### src/sv/software_timer_bank_defines.svh
// assertion macros shared by the timer bank modules
`ifndef SOFTWARE_TIMER_BANK_DEFINES_SVH
`define SOFTWARE_TIMER_BANK_DEFINES_SVH

// same-cycle implication, checked on clk and held off during reset
`define STB_ASSERT_IMPL(lbl, ante, cons, msg) \
  lbl: assert property (@(posedge clk) disable iff (!rst_n) (ante) |-> (cons)) \
    else $error(msg);

// next-cycle implication, checked on clk and held off during reset
`define STB_ASSERT_NEXT(lbl, ante, cons, msg) \
  lbl: assert property (@(posedge clk) disable iff (!rst_n) (ante) |=> (cons)) \
    else $error(msg);

`endif

### src/sv/stb_pkg.sv
// shared constants, codes and controller/datapath types for the timer bank
package stb_pkg;

  localparam int NUM_SLOTS  = 16;
  localparam int OWNER_BITS = 8;
  localparam int SLOT_W     = $clog2(NUM_SLOTS);
  localparam int TICK_W     = 31;
  localparam int RATIO_W    = 17;
  localparam int PROD_W     = 32 + RATIO_W;

  localparam logic [RATIO_W-1:0] RATIO_RESET   = 17'd65072;
  localparam logic [TICK_W-1:0]  TICK_MAX      = 31'h7FFF_FFFF;
  localparam logic [31:0]        MS_LIMIT      = 32'd2162687832;
  localparam logic [31:0]        MS_NO_ELAPSED = 32'h8000_0000;
  localparam logic [31:0]        REFRESH_MASK  = 32'h0000_FFFF;

  localparam logic signed [1:0] CMP_LESS    = -2'sd1;
  localparam logic signed [1:0] CMP_EQUAL   = 2'sd0;
  localparam logic signed [1:0] CMP_GREATER = 2'sd1;

  typedef enum logic [2:0] {
    REQ_TICK        = 3'd0,
    REQ_RD_ELAPSED  = 3'd1,
    REQ_CLR_ELAPSED = 3'd2,
    REQ_START       = 3'd3,
    REQ_STOP        = 3'd4,
    REQ_REFRESH     = 3'd5,
    REQ_RD_REMAIN   = 3'd6,
    REQ_COMPARE     = 3'd7
  } req_kind_t;

  typedef enum logic [2:0] {
    EVT_ACK          = 3'd0,
    EVT_EXP_QUIET    = 3'd1,
    EVT_EXP_WAKE     = 3'd2,
    EVT_EXP_HANDLER  = 3'd3,
    EVT_STOP_WAKE    = 3'd4,
    EVT_STOP_HANDLER = 3'd5,
    EVT_VALUE        = 3'd6
  } evt_kind_t;

  typedef enum logic [1:0] {
    MODE_NONE    = 2'd0,
    MODE_WAKE    = 2'd1,
    MODE_HANDLER = 2'd2
  } mode_t;

  typedef enum logic [3:0] {
    OP_NONE,
    OP_LOAD,
    OP_SINGLE,
    OP_ST_ADD,
    OP_ST_MUL,
    OP_ST_WR,
    OP_CMP_A,
    OP_CMP_B,
    OP_RF_INIT,
    OP_RF_STEP,
    OP_RF_END
  } dp_op_t;

  typedef enum logic [1:0] {
    ADDR_SLOT,
    ADDR_OTHER,
    ADDR_WALK
  } addr_sel_t;

  typedef struct packed {
    dp_op_t    op;
    addr_sel_t addr;
    logic      in_ready;
  } dp_cmd_t;

  typedef struct packed {
    logic      in_valid;
    req_kind_t req;
    logic      start_go;
    logic      out_free;
    logic      rf_expire;
    logic      pend_valid;
    logic      walk_last;
  } dp_status_t;

endpackage

### src/sv/stb_if.sv
// request, event and ratio-write channels of the timer bank

interface stb_req_if import stb_pkg::*; ();
  logic        valid;
  logic        ready;
  req_kind_t   req_type;
  logic [3:0]  slot;
  logic [3:0]  other_slot;
  logic [31:0] value;
  logic [7:0]  owner_id;
  logic        with_listener;
  logic        with_handler;
  logic        notify_on_stop;

  modport source (
    output valid, req_type, slot, other_slot, value, owner_id,
           with_listener, with_handler, notify_on_stop,
    input  ready
  );
  modport sink (
    input  valid, req_type, slot, other_slot, value, owner_id,
           with_listener, with_handler, notify_on_stop,
    output ready
  );
endinterface

interface stb_evt_if import stb_pkg::*; ();
  logic               valid;
  logic               ready;
  evt_kind_t          event_kind;
  logic [3:0]         event_slot;
  logic [7:0]         event_owner;
  logic [31:0]        read_value;
  logic signed [1:0]  compare_result;
  logic               last;

  modport source (
    output valid, event_kind, event_slot, event_owner, read_value,
           compare_result, last,
    input  ready
  );
  modport sink (
    input  valid, event_kind, event_slot, event_owner, read_value,
           compare_result, last,
    output ready
  );
endinterface

interface stb_cfg_if import stb_pkg::*; ();
  logic               valid;
  logic               ready;
  logic [RATIO_W-1:0] data;

  modport source (output valid, data, input ready);
  modport sink (input valid, data, output ready);
endinterface

### src/sv/stb_ctrl.sv
// sequencing state machine of the timer bank
`include "software_timer_bank_defines.svh"

module stb_ctrl import stb_pkg::*; (
  input  logic       clk,
  input  logic       rst_n,
  input  dp_status_t status,
  output dp_cmd_t    cmd
);

  typedef enum logic [3:0] {
    S_IDLE,
    S_DECODE,
    S_SINGLE,
    S_ST_ADD,
    S_ST_MUL,
    S_ST_WR,
    S_CMP_A,
    S_CMP_B,
    S_RF_WALK,
    S_RF_END
  } state_t;

  state_t state_r, state_nxt;
  logic   ready_r;

  always_comb begin
    state_nxt    = state_r;
    cmd.op       = OP_NONE;
    cmd.in_ready = ready_r;
    case (state_r)
      S_CMP_B:   cmd.addr = ADDR_OTHER;
      S_RF_WALK: cmd.addr = ADDR_WALK;
      default:   cmd.addr = ADDR_SLOT;
    endcase

    case (state_r)
      S_IDLE: begin
        if (status.in_valid && ready_r) begin
          cmd.op    = OP_LOAD;
          state_nxt = S_DECODE;
        end
      end
      S_DECODE: begin
        case (status.req)
          REQ_START:   state_nxt = status.start_go ? S_ST_ADD : S_SINGLE;
          REQ_COMPARE: state_nxt = S_CMP_A;
          REQ_REFRESH: begin
            cmd.op    = OP_RF_INIT;
            state_nxt = S_RF_WALK;
          end
          default:     state_nxt = S_SINGLE;
        endcase
      end
      S_SINGLE: begin
        if (status.out_free) begin
          cmd.op    = OP_SINGLE;
          state_nxt = S_IDLE;
        end
      end
      S_ST_ADD: begin
        cmd.op    = OP_ST_ADD;
        state_nxt = S_ST_MUL;
      end
      S_ST_MUL: begin
        cmd.op    = OP_ST_MUL;
        state_nxt = S_ST_WR;
      end
      S_ST_WR: begin
        if (status.out_free) begin
          cmd.op    = OP_ST_WR;
          state_nxt = S_IDLE;
        end
      end
      S_CMP_A: begin
        cmd.op    = OP_CMP_A;
        state_nxt = S_CMP_B;
      end
      S_CMP_B: begin
        if (status.out_free) begin
          cmd.op    = OP_CMP_B;
          state_nxt = S_IDLE;
        end
      end
      S_RF_WALK: begin
        // an expiry must push the held event out first
        if (!(status.rf_expire && status.pend_valid && !status.out_free)) begin
          cmd.op = OP_RF_STEP;
          if (status.walk_last) state_nxt = S_RF_END;
        end
      end
      S_RF_END: begin
        if (status.out_free) begin
          cmd.op    = OP_RF_END;
          state_nxt = S_IDLE;
        end
      end
      default: state_nxt = S_IDLE;
    endcase
  end

  always_ff @(posedge clk) begin
    if (!rst_n) begin
      state_r <= S_IDLE;
      ready_r <= 1'b1;
    end else begin
      state_r <= state_nxt;
      ready_r <= (state_nxt == S_IDLE);
    end
  end

  `STB_ASSERT_IMPL(a_ready_only_idle, ready_r, state_r == S_IDLE, "ready outside idle")
  `STB_ASSERT_NEXT(a_walk_ends, (state_r == S_RF_WALK) && (cmd.op == OP_RF_STEP) && status.walk_last, state_r == S_RF_END, "refresh walk did not end")

endmodule

### src/sv/stb_datapath.sv
// slot store, elapsed counter, tick conversion and event register of the timer bank
`include "software_timer_bank_defines.svh"

module stb_datapath import stb_pkg::*; (
  input  logic       clk,
  input  logic       rst_n,
  stb_req_if.sink    in_req,
  stb_evt_if.source  out_evt,
  stb_cfg_if.sink    cfg_wr,
  input  dp_cmd_t    cmd,
  output dp_status_t status
);

  // slot state
  logic [TICK_W-1:0]     ticks_r [NUM_SLOTS];
  logic [NUM_SLOTS-1:0]  act_r;
  mode_t                 mode_r  [NUM_SLOTS];
  logic [OWNER_BITS-1:0] own_r   [NUM_SLOTS];
  logic [15:0]           elapsed_r;
  logic [RATIO_W-1:0]    ratio_r;

  // captured request
  req_kind_t   rq_kind_r;
  logic [3:0]  rq_slot_r;
  logic [3:0]  rq_other_r;
  logic [31:0] rq_val_r;
  logic [7:0]  rq_owner_r;
  logic        rq_lis_r;
  logic        rq_hnd_r;
  logic        rq_nstop_r;

  // conversion and compare
  logic [31:0]           ms_r;
  logic [PROD_W-1:0]     prod_r;
  logic                  sat_r;
  logic [TICK_W-1:0]     cmp_a_r;
  logic [OWNER_BITS-1:0] cmp_own_r;

  // refresh walk and held expiry
  logic [SLOT_W-1:0]     walk_r;
  logic                  pend_valid_r;
  evt_kind_t             pend_kind_r;
  logic [SLOT_W-1:0]     pend_slot_r;
  logic [OWNER_BITS-1:0] pend_own_r;

  // event register
  logic              out_valid_r;
  evt_kind_t         out_kind_r;
  logic [3:0]        out_slot_r;
  logic [7:0]        out_owner_r;
  logic [31:0]       out_val_r;
  logic signed [1:0] out_cmp_r;
  logic              out_last_r;

  logic                  slot_ok, other_ok, out_free, expire;
  logic [SLOT_W-1:0]     slot_idx, other_idx, rd_idx;
  logic [TICK_W-1:0]     rd_ticks, t_ext, new_ticks;
  logic                  rd_act;
  mode_t                 rd_mode, new_mode;
  logic [OWNER_BITS-1:0] rd_own, new_own;
  logic [7:0]            s_owner;
  logic [31:0]           sum_ms;
  evt_kind_t             exp_kind;

  logic              emit, e_last;
  evt_kind_t         e_kind;
  logic [3:0]        e_slot;
  logic [7:0]        e_owner;
  logic [31:0]       e_val;
  logic signed [1:0] e_cmp;
  logic              wr_en, wr_act, wr_cfg_en;
  logic [TICK_W-1:0] wr_ticks;

  assign slot_ok   = 32'(rq_slot_r) < NUM_SLOTS;
  assign other_ok  = 32'(rq_other_r) < NUM_SLOTS;
  assign slot_idx  = SLOT_W'(rq_slot_r);
  assign other_idx = SLOT_W'(rq_other_r);

  always_comb begin
    case (cmd.addr)
      ADDR_OTHER: rd_idx = other_idx;
      ADDR_WALK:  rd_idx = walk_r;
      default:    rd_idx = slot_idx;
    endcase
  end

  assign rd_ticks = ticks_r[rd_idx];
  assign rd_act   = act_r[rd_idx];
  assign rd_mode  = mode_r[rd_idx];
  assign rd_own   = own_r[rd_idx];
  assign s_owner  = slot_ok ? 8'(rd_own) : 8'd0;

  assign t_ext  = TICK_W'(rq_val_r & REFRESH_MASK);
  assign expire = rd_act && (rd_ticks <= t_ext);

  always_comb begin
    case (rd_mode)
      MODE_WAKE:    exp_kind = EVT_EXP_WAKE;
      MODE_HANDLER: exp_kind = EVT_EXP_HANDLER;
      default:      exp_kind = EVT_EXP_QUIET;
    endcase
  end

  // a set top bit means the elapsed count is not added
  assign sum_ms = rq_val_r +
                  (((rq_val_r & MS_NO_ELAPSED) == 32'd0) ? 32'(elapsed_r) : 32'd0);

  assign new_ticks = (sat_r || (prod_r[PROD_W-1:TICK_W+16] != '0)) ?
                     TICK_MAX : prod_r[TICK_W+15:16];
  assign new_mode  = rq_lis_r ? MODE_WAKE : (rq_hnd_r ? MODE_HANDLER : MODE_NONE);
  assign new_own   = rq_lis_r ? OWNER_BITS'(rq_owner_r) : '0;

  assign out_free = !out_valid_r || out_evt.ready;

  always_comb begin
    emit      = 1'b0;
    e_kind    = EVT_ACK;
    e_slot    = 4'd0;
    e_owner   = 8'd0;
    e_val     = 32'd0;
    e_cmp     = CMP_EQUAL;
    e_last    = 1'b1;
    wr_en     = 1'b0;
    wr_act    = 1'b0;
    wr_ticks  = '0;
    wr_cfg_en = 1'b0;
    case (cmd.op)
      OP_SINGLE: begin
        emit = 1'b1;
        case (rq_kind_r)
          REQ_RD_ELAPSED: begin
            e_kind = EVT_VALUE;
            e_val  = 32'(elapsed_r);
          end
          REQ_START: begin
            e_slot  = rq_slot_r;
            e_owner = s_owner;
          end
          REQ_STOP: begin
            e_slot  = rq_slot_r;
            e_owner = s_owner;
            if (slot_ok && rd_act) begin
              wr_en = 1'b1;
              if (rq_nstop_r) begin
                case (rd_mode)
                  MODE_WAKE:    e_kind = EVT_STOP_WAKE;
                  MODE_HANDLER: e_kind = EVT_STOP_HANDLER;
                  default:      e_kind = EVT_ACK;
                endcase
              end
            end
          end
          REQ_RD_REMAIN: begin
            e_kind  = EVT_VALUE;
            e_slot  = rq_slot_r;
            e_owner = s_owner;
            e_val   = slot_ok ? 32'(rd_ticks) : 32'd0;
          end
          default: e_kind = EVT_ACK;
        endcase
      end
      OP_ST_WR: begin
        emit      = 1'b1;
        e_slot    = rq_slot_r;
        e_owner   = 8'(new_own);
        wr_en     = 1'b1;
        wr_act    = 1'b1;
        wr_ticks  = new_ticks;
        wr_cfg_en = 1'b1;
      end
      OP_CMP_B: begin
        emit    = 1'b1;
        e_kind  = EVT_VALUE;
        e_slot  = rq_slot_r;
        e_owner = slot_ok ? 8'(cmp_own_r) : 8'd0;
        if (slot_ok && other_ok) begin
          if (cmp_a_r < rd_ticks)      e_cmp = CMP_LESS;
          else if (cmp_a_r > rd_ticks) e_cmp = CMP_GREATER;
          else                         e_cmp = CMP_EQUAL;
        end
      end
      OP_RF_STEP: begin
        if (rd_act) begin
          wr_en = 1'b1;
          if (expire) begin
            // the held expiry is known not to be the final one now
            if (pend_valid_r) begin
              emit    = 1'b1;
              e_kind  = pend_kind_r;
              e_slot  = 4'(pend_slot_r);
              e_owner = 8'(pend_own_r);
              e_last  = 1'b0;
            end
          end else begin
            wr_act   = 1'b1;
            wr_ticks = rd_ticks - t_ext;
          end
        end
      end
      OP_RF_END: begin
        emit = 1'b1;
        if (pend_valid_r) begin
          e_kind  = pend_kind_r;
          e_slot  = 4'(pend_slot_r);
          e_owner = 8'(pend_own_r);
        end
      end
      default: emit = 1'b0;
    endcase
  end

  // control state and slot store
  always_ff @(posedge clk) begin
    if (!rst_n) begin
      for (int i = 0; i < NUM_SLOTS; i++) begin
        ticks_r[i] <= '0;
        mode_r[i]  <= MODE_NONE;
        own_r[i]   <= '0;
      end
      act_r        <= '0;
      elapsed_r    <= 16'd0;
      ratio_r      <= RATIO_RESET;
      out_valid_r  <= 1'b0;
      pend_valid_r <= 1'b0;
      walk_r       <= '0;
    end else begin
      if (cfg_wr.valid) ratio_r <= cfg_wr.data;

      if (cmd.op == OP_SINGLE && rq_kind_r == REQ_TICK)        elapsed_r <= elapsed_r + 16'd1;
      if (cmd.op == OP_SINGLE && rq_kind_r == REQ_CLR_ELAPSED) elapsed_r <= 16'd0;

      if (wr_en) begin
        ticks_r[rd_idx] <= wr_ticks;
        act_r[rd_idx]   <= wr_act;
      end
      if (wr_cfg_en) begin
        mode_r[rd_idx] <= new_mode;
        own_r[rd_idx]  <= new_own;
      end

      if (emit)               out_valid_r <= 1'b1;
      else if (out_evt.ready) out_valid_r <= 1'b0;

      case (cmd.op)
        OP_RF_INIT: begin
          walk_r       <= '0;
          pend_valid_r <= 1'b0;
        end
        OP_RF_STEP: begin
          walk_r <= SLOT_W'(walk_r + 1'b1);
          if (expire) pend_valid_r <= 1'b1;
        end
        OP_RF_END: pend_valid_r <= 1'b0;
        default: pend_valid_r <= pend_valid_r;
      endcase
    end
  end

  // payload registers
  always_ff @(posedge clk) begin
    if (cmd.op == OP_LOAD) begin
      rq_kind_r  <= in_req.req_type;
      rq_slot_r  <= in_req.slot;
      rq_other_r <= in_req.other_slot;
      rq_val_r   <= in_req.value;
      rq_owner_r <= in_req.owner_id;
      rq_lis_r   <= in_req.with_listener;
      rq_hnd_r   <= in_req.with_handler;
      rq_nstop_r <= in_req.notify_on_stop;
    end
    if (cmd.op == OP_ST_ADD) ms_r <= sum_ms;
    if (cmd.op == OP_ST_MUL) begin
      prod_r <= PROD_W'(ms_r) * PROD_W'(ratio_r);
      sat_r  <= (ms_r >= MS_LIMIT);
    end
    if (cmd.op == OP_CMP_A) begin
      cmp_a_r   <= rd_ticks;
      cmp_own_r <= rd_own;
    end
    if (cmd.op == OP_RF_STEP && expire) begin
      pend_kind_r <= exp_kind;
      pend_slot_r <= walk_r;
      pend_own_r  <= rd_own;
    end
    if (emit) begin
      out_kind_r  <= e_kind;
      out_slot_r  <= e_slot;
      out_owner_r <= e_owner;
      out_val_r   <= e_val;
      out_cmp_r   <= e_cmp;
      out_last_r  <= e_last;
    end
  end

  assign in_req.ready          = cmd.in_ready;
  assign cfg_wr.ready          = 1'b1;
  assign out_evt.valid          = out_valid_r;
  assign out_evt.event_kind     = out_kind_r;
  assign out_evt.event_slot     = out_slot_r;
  assign out_evt.event_owner    = out_owner_r;
  assign out_evt.read_value     = out_val_r;
  assign out_evt.compare_result = out_cmp_r;
  assign out_evt.last           = out_last_r;

  assign status.in_valid   = in_req.valid;
  assign status.req        = rq_kind_r;
  assign status.start_go   = slot_ok && (rq_val_r != 32'd0);
  assign status.out_free   = out_free;
  assign status.rf_expire  = expire;
  assign status.pend_valid = pend_valid_r;
  assign status.walk_last  = (walk_r == SLOT_W'(NUM_SLOTS - 1));

  `STB_ASSERT_IMPL(a_emit_into_free, emit, !out_valid_r || out_evt.ready, "event register overwritten")
  `STB_ASSERT_NEXT(a_end_drops_pend, cmd.op == OP_RF_END, !pend_valid_r, "held expiry survived refresh end")
  `STB_ASSERT_NEXT(a_start_arms_slot, cmd.op == OP_ST_WR, act_r[slot_idx], "started slot not active")

endmodule

### src/sv/software_timer_bank.sv
// Software timer bank: sixteen countdown slots and a 16-bit elapsed-tick counter behind a
// request channel, an event channel and a write port for the Q1.16 ticks-per-ms ratio. One
// request is taken at a time; it is accepted while the previous event still waits in the
// output register. Tick, elapsed read/clear, stop and read remaining pass through decode
// and a single step that writes the event register; a start with a non-zero time adds
// elapsed, does a 32x17 multiply, saturates and stores, and a compare makes two reads through
// the single read port of the slot store. A refresh visits one slot per cycle through that
// port while it is not stalled: an expiry found while an earlier one is still held and the
// event register is full waits in the walk until the register drains. Back-pressure on the
// event channel adds its stall cycles. Reset clears all slots at once; there is no clearing
// pass. The ratio register may be written at any time the bank is idle.
module software_timer_bank import stb_pkg::*; (
  input  logic      clk,
  input  logic      rst_n,
  stb_req_if.sink   in_req,
  stb_evt_if.source out_evt,
  stb_cfg_if.sink   cfg_wr
);

  dp_cmd_t    cmd;
  dp_status_t status;

  stb_ctrl u_ctrl (
    .clk    (clk),
    .rst_n  (rst_n),
    .status (status),
    .cmd    (cmd)
  );

  stb_datapath u_dp (
    .clk     (clk),
    .rst_n   (rst_n),
    .in_req  (in_req),
    .out_evt (out_evt),
    .cfg_wr  (cfg_wr),
    .cmd     (cmd),
    .status  (status)
  );

endmodule

### src/flat_wrapper.sv
// flat-port wrapper written by rule: the top's interface ports become plain ports
module software_timer_bank_flat import stb_pkg::*;
  (clk, rst_n, in_req_valid, in_req_req_type, in_req_slot, in_req_other_slot, in_req_value, in_req_owner_id, in_req_with_listener, in_req_with_handler, in_req_notify_on_stop, in_req_ready, out_evt_valid, out_evt_event_kind, out_evt_event_slot, out_evt_event_owner, out_evt_read_value, out_evt_compare_result, out_evt_last, out_evt_ready, cfg_wr_valid, cfg_wr_data, cfg_wr_ready);
  stb_req_if in_req_i ();
  stb_evt_if out_evt_i ();
  stb_cfg_if cfg_wr_i ();
  input  logic clk;
  input  logic rst_n;
  input wire logic [$bits(in_req_i.valid)-1:0] in_req_valid;
  input wire logic [$bits(in_req_i.req_type)-1:0] in_req_req_type;
  input wire logic [$bits(in_req_i.slot)-1:0] in_req_slot;
  input wire logic [$bits(in_req_i.other_slot)-1:0] in_req_other_slot;
  input wire logic [$bits(in_req_i.value)-1:0] in_req_value;
  input wire logic [$bits(in_req_i.owner_id)-1:0] in_req_owner_id;
  input wire logic [$bits(in_req_i.with_listener)-1:0] in_req_with_listener;
  input wire logic [$bits(in_req_i.with_handler)-1:0] in_req_with_handler;
  input wire logic [$bits(in_req_i.notify_on_stop)-1:0] in_req_notify_on_stop;
  output wire logic [$bits(in_req_i.ready)-1:0] in_req_ready;
  output wire logic [$bits(out_evt_i.valid)-1:0] out_evt_valid;
  output wire logic [$bits(out_evt_i.event_kind)-1:0] out_evt_event_kind;
  output wire logic [$bits(out_evt_i.event_slot)-1:0] out_evt_event_slot;
  output wire logic [$bits(out_evt_i.event_owner)-1:0] out_evt_event_owner;
  output wire logic [$bits(out_evt_i.read_value)-1:0] out_evt_read_value;
  output wire logic [$bits(out_evt_i.compare_result)-1:0] out_evt_compare_result;
  output wire logic [$bits(out_evt_i.last)-1:0] out_evt_last;
  input wire logic [$bits(out_evt_i.ready)-1:0] out_evt_ready;
  input wire logic [$bits(cfg_wr_i.valid)-1:0] cfg_wr_valid;
  input wire logic [$bits(cfg_wr_i.data)-1:0] cfg_wr_data;
  output wire logic [$bits(cfg_wr_i.ready)-1:0] cfg_wr_ready;
  assign in_req_i.valid = in_req_valid;
  assign in_req_i.req_type = in_req_req_type;
  assign in_req_i.slot = in_req_slot;
  assign in_req_i.other_slot = in_req_other_slot;
  assign in_req_i.value = in_req_value;
  assign in_req_i.owner_id = in_req_owner_id;
  assign in_req_i.with_listener = in_req_with_listener;
  assign in_req_i.with_handler = in_req_with_handler;
  assign in_req_i.notify_on_stop = in_req_notify_on_stop;
  assign in_req_ready = in_req_i.ready;
  assign out_evt_valid = out_evt_i.valid;
  assign out_evt_event_kind = out_evt_i.event_kind;
  assign out_evt_event_slot = out_evt_i.event_slot;
  assign out_evt_event_owner = out_evt_i.event_owner;
  assign out_evt_read_value = out_evt_i.read_value;
  assign out_evt_compare_result = out_evt_i.compare_result;
  assign out_evt_last = out_evt_i.last;
  assign out_evt_i.ready = out_evt_ready;
  assign cfg_wr_i.valid = cfg_wr_valid;
  assign cfg_wr_i.data = cfg_wr_data;
  assign cfg_wr_ready = cfg_wr_i.ready;
  software_timer_bank u_core (.clk(clk), .rst_n(rst_n), .in_req(in_req_i), .out_evt(out_evt_i), .cfg_wr(cfg_wr_i));
endmodule
### config.mk
export PLATFORM = sky130hd
export DESIGN_NAME = software_timer_bank_flat
export DESIGN_NICKNAME = d
export VERILOG_FILES = /design/src/sv/stb_pkg.sv /design/src/sv/stb_if.sv /design/src/sv/stb_ctrl.sv /design/src/sv/stb_datapath.sv /design/src/sv/software_timer_bank.sv /design/src/flat_wrapper.sv
export VERILOG_INCLUDE_DIRS = /design/src /design/src/sv
export SDC_FILE = /design/constraint.sdc
export NUM_CORES = 2
export LEC_CHECK = 0
export BUFFER_PORTS_ARGS = -buffer_cell sky130_fd_sc_hd__buf_2
export CAP_MARGIN = 15
export CORE_UTILIZATION = 40
export CTS_BUF_LIST = sky130_fd_sc_hd__clkbuf_16
export DETAILED_ROUTE_END_ITERATION = 7
export SLEW_MARGIN = 25
export SYNTH_ARGS = -nofsm -noshare
export SYNTH_HDL_FRONTEND = slang
export SYNTH_SLANG_ARGS = --single-unit
### constraint.sdc
create_clock -name clk -period 8.5 [get_ports clk]
set_input_delay 0.85 -clock clk [delete_from_list [all_inputs] [get_ports clk]]
set_output_delay 0.85 -clock clk [all_outputs]
set_load 0.03 [all_outputs]
======== After elaboration in Yosys (flattened, before gate mapping) ========
Memory sizes are Yosys's and may differ from the RTL's.
Index checks and enable logic that the tools add are counted.
operators by class
  add/sub/neg operators ................... 4
  multiply operators ...................... 1
  order comparisons ....................... 6
  eq/ne operators ......................... 32
  mux-type cells .......................... 85
  bitwise operators ....................... 1
  reduce and logical (&&, ||, !) cells .... 33
operator list
  kind                                                       number
  two-way mux 31 bit                                         4
  case mux 31 bit (2 select lines)                           2
  two-way mux 4 bit                                          14
  multiplier 32 x 17 -> 49 bit                               1
  two-way mux 8 bit                                          6
  case mux 4 bit (10 select lines)                           1
  case mux 8 bit (5 select lines)                            1
  adder 32 x 16 -> 32 bit                                    1
  == test 4 x 3 -> 1 bit, second input constant              8
  greater-or-equal comparator 32 bit, second input constant  1
  logical NOT 32 bit                                         1
  nonzero test 32 bit                                        1
  greater-than comparator 31 bit                             1
  less-or-equal comparator 31 x 16 -> 1 bit                  1
  < comparator 31 bit                                        1
  OR reduction 31 bit                                        1
  subtractor 31 x 16 -> 31 bit                               1
  case mux 4 bit (7 select lines)                            1
  two-way mux 1 bit                                          27
  == test 4 bit, second input constant                       6
  two-way mux 3 bit                                          7
  adder 16 x 1 -> 16 bit, second input constant              1
  bitwise mux 16 bit                                         1
  == test 4 x 2 -> 1 bit, second input constant              4
  other kinds (35)                                           69
word-level totals
  register bits ........................... 300
  bits in writable memories ............... 656
  input port bits ......................... 76
  output and inout bits ................... 53
  word-level logic and storage cells ...... 195
  memories ................................ 3
memories
  memory               words  width  rd ports  clocked after memory_dff  write ports  line                RTL
  u_core.u_dp.ticks_r  16     31     1         0                         16           stb_datapath.sv:15  logic [TICK_W-1:0] ticks_r [NUM_SLOTS];
  u_core.u_dp.own_r    16     8      1         0                         16           stb_datapath.sv:18  logic [OWNER_BITS-1:0] own_r [NUM_SLOTS];
  u_core.u_dp.mode_r   16     2      1         0                         16           stb_datapath.sv:17  mode_t mode_r [NUM_SLOTS];

======== Depth between registers and ports, before layout ========
  depth after elaboration ................. 18
  gate-level depth with buffers ........... 33
  depth with buffers taken out ............ 25

======== Modules after synthesis ========
Synthesis repeated with hierarchy kept, for this count alone.
second synthesis, totals
  cells, all modules ...................... 5794
  area total of the unflattened synthesis .. 59663.5 µm²
by module, submodules not included
  module        instances  cells an instance  area each (µm²)  sequential area each (µm²)
  stb_datapath  1          5730               59159.2          27466.3
  stb_ctrl      1          64                 504.2            100.1

======== Least setup slack after synthesis ========
OpenSTA, ideal clock, no wires.
  path type ............................... register to register
  start point ............................. register u_core.u_dp.rq_slot_r[0]
  end point ............................... memory u_core.u_dp.ticks_r[12][0], enable pin
  setup time .............................. 0.465 ns
  data arrival time ....................... 8.000 ns
  required time ........................... 8.035 ns
  setup slack ............................. 0.035 ns
  stages on the path, launching flop included .. 30
  path buffers ............................ 10
  period minus slack after synthesis ...... 8.465 ns
  cells stage by stage .................... edfxtp_1 > or2_2 > buf_2 > and2_1 > buf_2 > a21oi_4 > buf_6 > buf_6 > buf_6 > buf_4 > buf_4 > buf_2 > clkbuf_1 > clkbuf_1 > nand3_1 > a21oi_1 > a21oi_1 > o21ai_0 > inv_1 > ha_1 > nor2b_1 > o211ai_1 > a21boi_0 > o41ai_1 > o31ai_1 > a21oi_1 > o21a_1 > nand4b_2 > o31ai_2 > o21ai_0
RTL lines
  item                    line                 RTL
  from (decl)             stb_datapath.sv:24   logic [3:0] rq_slot_r;
  from (signal assigned)  stb_datapath.sv:263  rq_slot_r <= in_req.slot;
  to (decl)               stb_datapath.sv:15

======== Worst setup path after layout ========
  start point ............................. register u_core.u_dp.ms_r[9]
  end point ............................... register u_core.u_dp.prod_r[42], data pin
between the ends
  word-level cells in the longest chain between the ends .. 1
ends and longest elaborated chain
  item                          line                 RTL
  from (decl)                   stb_datapath.sv:33   logic [31:0] ms_r;
  from (signal assigned)        stb_datapath.sv:271  if (cmd.op == OP_ST_ADD) ms_r <= sum_ms;
  multiplier 32 x 17 -> 49 bit  stb_datapath.sv:273  prod_r <= PROD_W'(ms_r) * PROD_W'(ratio_r);
  to (signal assigned)          stb_datapath.sv:273
  to (decl)                     stb_datapath.sv:34   logic [PROD_W-1:0] prod_r;
Every way passes these cells.
A chain may end at the register's enable or synchronous reset.

==> key figures <==
Outcome
  • Status: finished, final reports clean

Timing
  • Worst slack on hold paths: 261.4 ps
  • Count of final max-slew check failures: 0
  • Slew of the pin with the lowest slew margin: 1136 ps
  • Setup repair after global routing missed its margin: false
  • Maximum clock skew at final layout: 85.89 ps
  • Relative slew slack: 24.25%
  • Crit share post-route: 90.65%
  • Timing-limited maximum frequency: 129.8 MHz
  • Final count of hold timing violations: 0
  • Final setup violation count: 0
  • Setup Total Neg Slack: 0 ps
  • Minimum clock period after layout: 7706 ps

Route
  • Length of the first detailed-routing pass in iterations: 6
  • Iter 0 DRT Violations: 4772
  • Post-route DRC violation count: 0
  • Via count of the routed design: 43620
  • Routed wirelength normalized by instance count: 24.76 um
  • Detailed Route WL: 191.2 mm
  • Via count normalized by instance count: 5.650
  • Final antenna-violating net count: 0

Clock tree
  • Hold buffers post-CTS: 0
  • Quantity of gates resized following cts: 0
  • Number of buffers added for setup after CTS: 0
  • Skew-Pair Late Insertion Delay: 760 ps
  • TritonCTS clock tree: done
  • TritonCTS Buffers: 103
  • Clock Root Buffer: sky130_fd_sc_hd__clkbuf_16
  • Deepest level of the CTS H-tree: 3
  • Worst-case clock buffer depth: 3
  • Clock Pin Slew Worst Setup and Hold Paths: 70 ps
  • Count of clock tree sinks: 938

GRT
  • Maximum number of pins on one net before global-route repair: 73
  • Vias in the first global route: 43320
  • Remaining Overflow, GRT: 0
  • Met2 routing resource usage after global routing: 40.79%
  • Met3 track utilization from global routing: 3.518%
  • Met1 track demand over resource in global routing: 34.21%
  • Global routing's busiest layer: met2
  • Combined global-route utilization of all metal layers: 25.15%
  • Antenna violations before repair: 11
  • Global-route wire length before repair: 283.6 mm

Logic synthesis
  • Primary FF master, synth: sky130_fd_sc_hd__edfxtp_1
  • Number of distinct library cells after synthesis: 88
  • Top-area cell type share of the netlist area: 44.00%
  • Net count of the mapped netlist: 6346
  • Total of flip-flops plus latches after synthesis: 938
  • Top cell type by total area after synthesis: sky130_fd_sc_hd__edfxtp_1
  • Async set-reset flop share out of synthesis: 0%
  • Seq/Total Area, Yosys: 46.01%
  • Average cell area after synthesis: 10.64 um^2
  • Number of standard cells after synthesis: 5634
  • Number of synthesized flops with an enable pin: 878
  • Main area contributors after synthesis: sky130_fd_sc_hd__edfxtp_1 44%, sky130_fd_sc_hd__fa_1 15%, sky130_fd_sc_hd__nand2_1 5.4%
  • Cell area after synthesis: 59920 um^2
  • Yosys warning count: 0

Setup path
  • End of the critical path: u_core.u_dp.prod_r[42]$_DFFE_PN_
  • Kind of capture point of the worst setup path: flop
  • Required time at the worst-slack endpoint: 9000 ps
  • Register-to-register setup slack: 790 ps
  • Reg-to-reg critical path startpoint: u_core.u_dp.ms_r[9]$_DFFE_PN_
  • Kind of start point of the critical path: flop
  • Kind of critical path: flop to flop
  • Highest fanout seen on the critical path: 18
  • Data arrival at the endpoint of the critical path: 8200 ps
  • Worst Setup SP: u_core.u_dp.ms_r[9]$_DFFE_PN_
  • Endpoint of the most critical register-to-register path: u_core.u_dp.prod_r[42]$_DFFE_PN_
  • Worst Reg-to-Reg Cells: 24

Hold path
  • Hold path startpoint: in_req_owner_id[6]
  • HP Class: primary input to flop

Final layout
  • Final core utilization: 45.12%
  • Number of filler instances in the final layout: 13760
  • Share of post-route cells with drive strength above 1: 11.74%
  • Signed area change from the synthesized netlist to the final layout: 11.60%
  • Count of nets after finishing: 6409
  • Commonest non-fill, non-tap cell in the layout: sky130_fd_sc_hd__edfxtp_1
  • Commonest cells after routing, fill and taps aside: 878 x sky130_fd_sc_hd__edfxtp_1, 857 x sky130_fd_sc_hd__nand2_1, 656 x sky130_fd_sc_hd__nor2_1

Floorplan
  • Y dimension of the die: 389.0 um
  • Boundary pin count: 129
  • Number of standard-cell rows in the floorplan: 141
  • Core box area: 148200 um^2
  • Width of the chip: 389.0 um
  • Effective utilization at floorplan: 40.43%
  • Full die area: 151300 um^2

Power and ir drop
  • Design Power: 18030 uW
  • Max rail drop VDD: 462.3 uV
  • Leakage power figure: 0.02662 uW
  • Power density normalized to cell area: 269.7 nW/um^2

Place
  • Port buffer count: 126
  • HPWL after detailed placement: 133.3 mm
  • Gp weighted congestion: 0.9055

Run
  • Maximum capacitance violations: 0
==> registers in the layout, indices dropped and copies added, names as in the netlist, 8 cells and up <==
signal / count
u_core.u_dp.ratio_r: 17
u_core.u_dp.cmp_a_r: 31
u_core.u_dp.prod_r: 33
u_core.u_dp.rq_val_r: 32
u_core.u_dp.own_r: 128
u_core.u_dp.out_evt.read_value: 31
u_core.u_dp.ms_r: 32
u_core.u_dp.ticks_r: 496
u_core.u_dp.rq_owner_r: 8
u_core.u_dp.elapsed_r: 16
u_core.u_dp.act_r: 16
u_core.u_dp.cmp_own_r: 8
u_core.u_dp.out_evt.event_owner: 8
u_core.u_dp.mode_r: 32
u_core.u_dp.pend_own_r: 8
==> area by class of cell <==
type / count / area, um^2 / area share, %
tap: 1930 / 2415 / 3.611
antenna: 4 / 10.01 / 0.01497
clock buffer: 103 / 2577 / 3.854
clock inverter: 91 / 902.1 / 1.349
sequential: 938 / 27570 / 41.23
timing repair buffer: 357 / 2783 / 4.161
multi-input combinational: 3760 / 28600 / 42.77
inverter: 537 / 2016 / 3.014
==> cells in the mapped netlist, types with 60 or more instances <==
master                       n
sky130_fd_sc_hd__nor2_1    656
sky130_fd_sc_hd__buf_2      73
sky130_fd_sc_hd__edfxtp_1  878
sky130_fd_sc_hd__nand3_1   170
sky130_fd_sc_hd__inv_1     535
sky130_fd_sc_hd__and2_1    264
sky130_fd_sc_hd__fa_1      449
sky130_fd_sc_hd__ha_1      187
sky130_fd_sc_hd__clkbuf_1  236
sky130_fd_sc_hd__dfxtp_1    60
sky130_fd_sc_hd__o21ai_0    90
sky130_fd_sc_hd__a21oi_1   135
sky130_fd_sc_hd__and3_1     81
sky130_fd_sc_hd__nand2_1   862
==> report_power, final <==
part | internal [uW] | total [uW] | switching, uW | leakage, uW
sequential | 5590 | 5730 | 145 | 0.00935
combinational | 3060 | 7690 | 4630 | 0.0155
clock | 2600 | 4610 | 2010 | 0.00174
==> worst min path at each step <==
stage | to | cells past startpoint
global route | u_core.u_dp.rq_owner_r[3]$_DFFE_PN_ | 1
finish | u_core.u_dp.rq_owner_r[6]$_DFFE_PN_ | 1
global placement | u_core.u_dp.act_r[0]$_SDFFE_PN0P_ | 2
detailed placement | u_core.u_dp.act_r[1]$_SDFFE_PN0P_ | 2
floorplan | u_core.u_dp.act_r[1]$_SDFFE_PN0P_ | 2
CTS | u_core.u_dp.rq_owner_r[6]$_DFFE_PN_ | 1
==> cell families after synthesis <==
kind of cell	synth area share, %
AOI/OAI and AO/OA	7.808
muxes	2.322
and+or+nand+nor	16.94
buffers and inverters	6.693
adders and majority gates	18.91
xor gates and xnor gates	1.316
DFF	46.01
other	0.01253
==> through the flow <==
step / setup WS (ps) / std cells / instance area (um^2)
2_1_floorplan: 35.37 / 5634 / 59920
3_3_place_gp: 898.5 / 7520 / 63340
3_5_place_dp: 789.9 / 7520 / 63350
4_1_cts: 748.9 / 7714 / 66830
5_1_grt: 372.5 / 7718 / 66870
6_report: 794.4 / 7720 / 66870
==> critical path: stages (launching register included) <==
cell	delay [ps]
sky130_fd_sc_hd__edfxtp_1	780
sky130_fd_sc_hd__nand2_1	160
sky130_fd_sc_hd__fa_1	530
sky130_fd_sc_hd__inv_1	50
sky130_fd_sc_hd__fa_1	480
sky130_fd_sc_hd__inv_1	60
sky130_fd_sc_hd__fa_1	510
sky130_fd_sc_hd__inv_1	60
sky130_fd_sc_hd__fa_1	530
sky130_fd_sc_hd__inv_1	60
sky130_fd_sc_hd__fa_1	510
sky130_fd_sc_hd__inv_1	70
sky130_fd_sc_hd__fa_1	450
sky130_fd_sc_hd__ha_1	320
sky130_fd_sc_hd__a211oi_1	290
sky130_fd_sc_hd__inv_1	70
sky130_fd_sc_hd__a211oi_1	250
sky130_fd_sc_hd__o21ai_0	280
sky130_fd_sc_hd__a21o_1	300
sky130_fd_sc_hd__a31o_2	300
sky130_fd_sc_hd__a311o_1	360
sky130_fd_sc_hd__a41o_1	290
sky130_fd_sc_hd__a41o_1	270
sky130_fd_sc_hd__or4_1	390
sky130_fd_sc_hd__o311ai_0	120
==> metal layers <==
layer | part of all wire (%) | routed length [um]
met1 | 41 | 78410
met2 | 47 | 90050
met3 | 8.0 | 15370
met4 | 3.8 | 7275
met5 | 0.035 | 67
(Power assumes the default switching activity.)
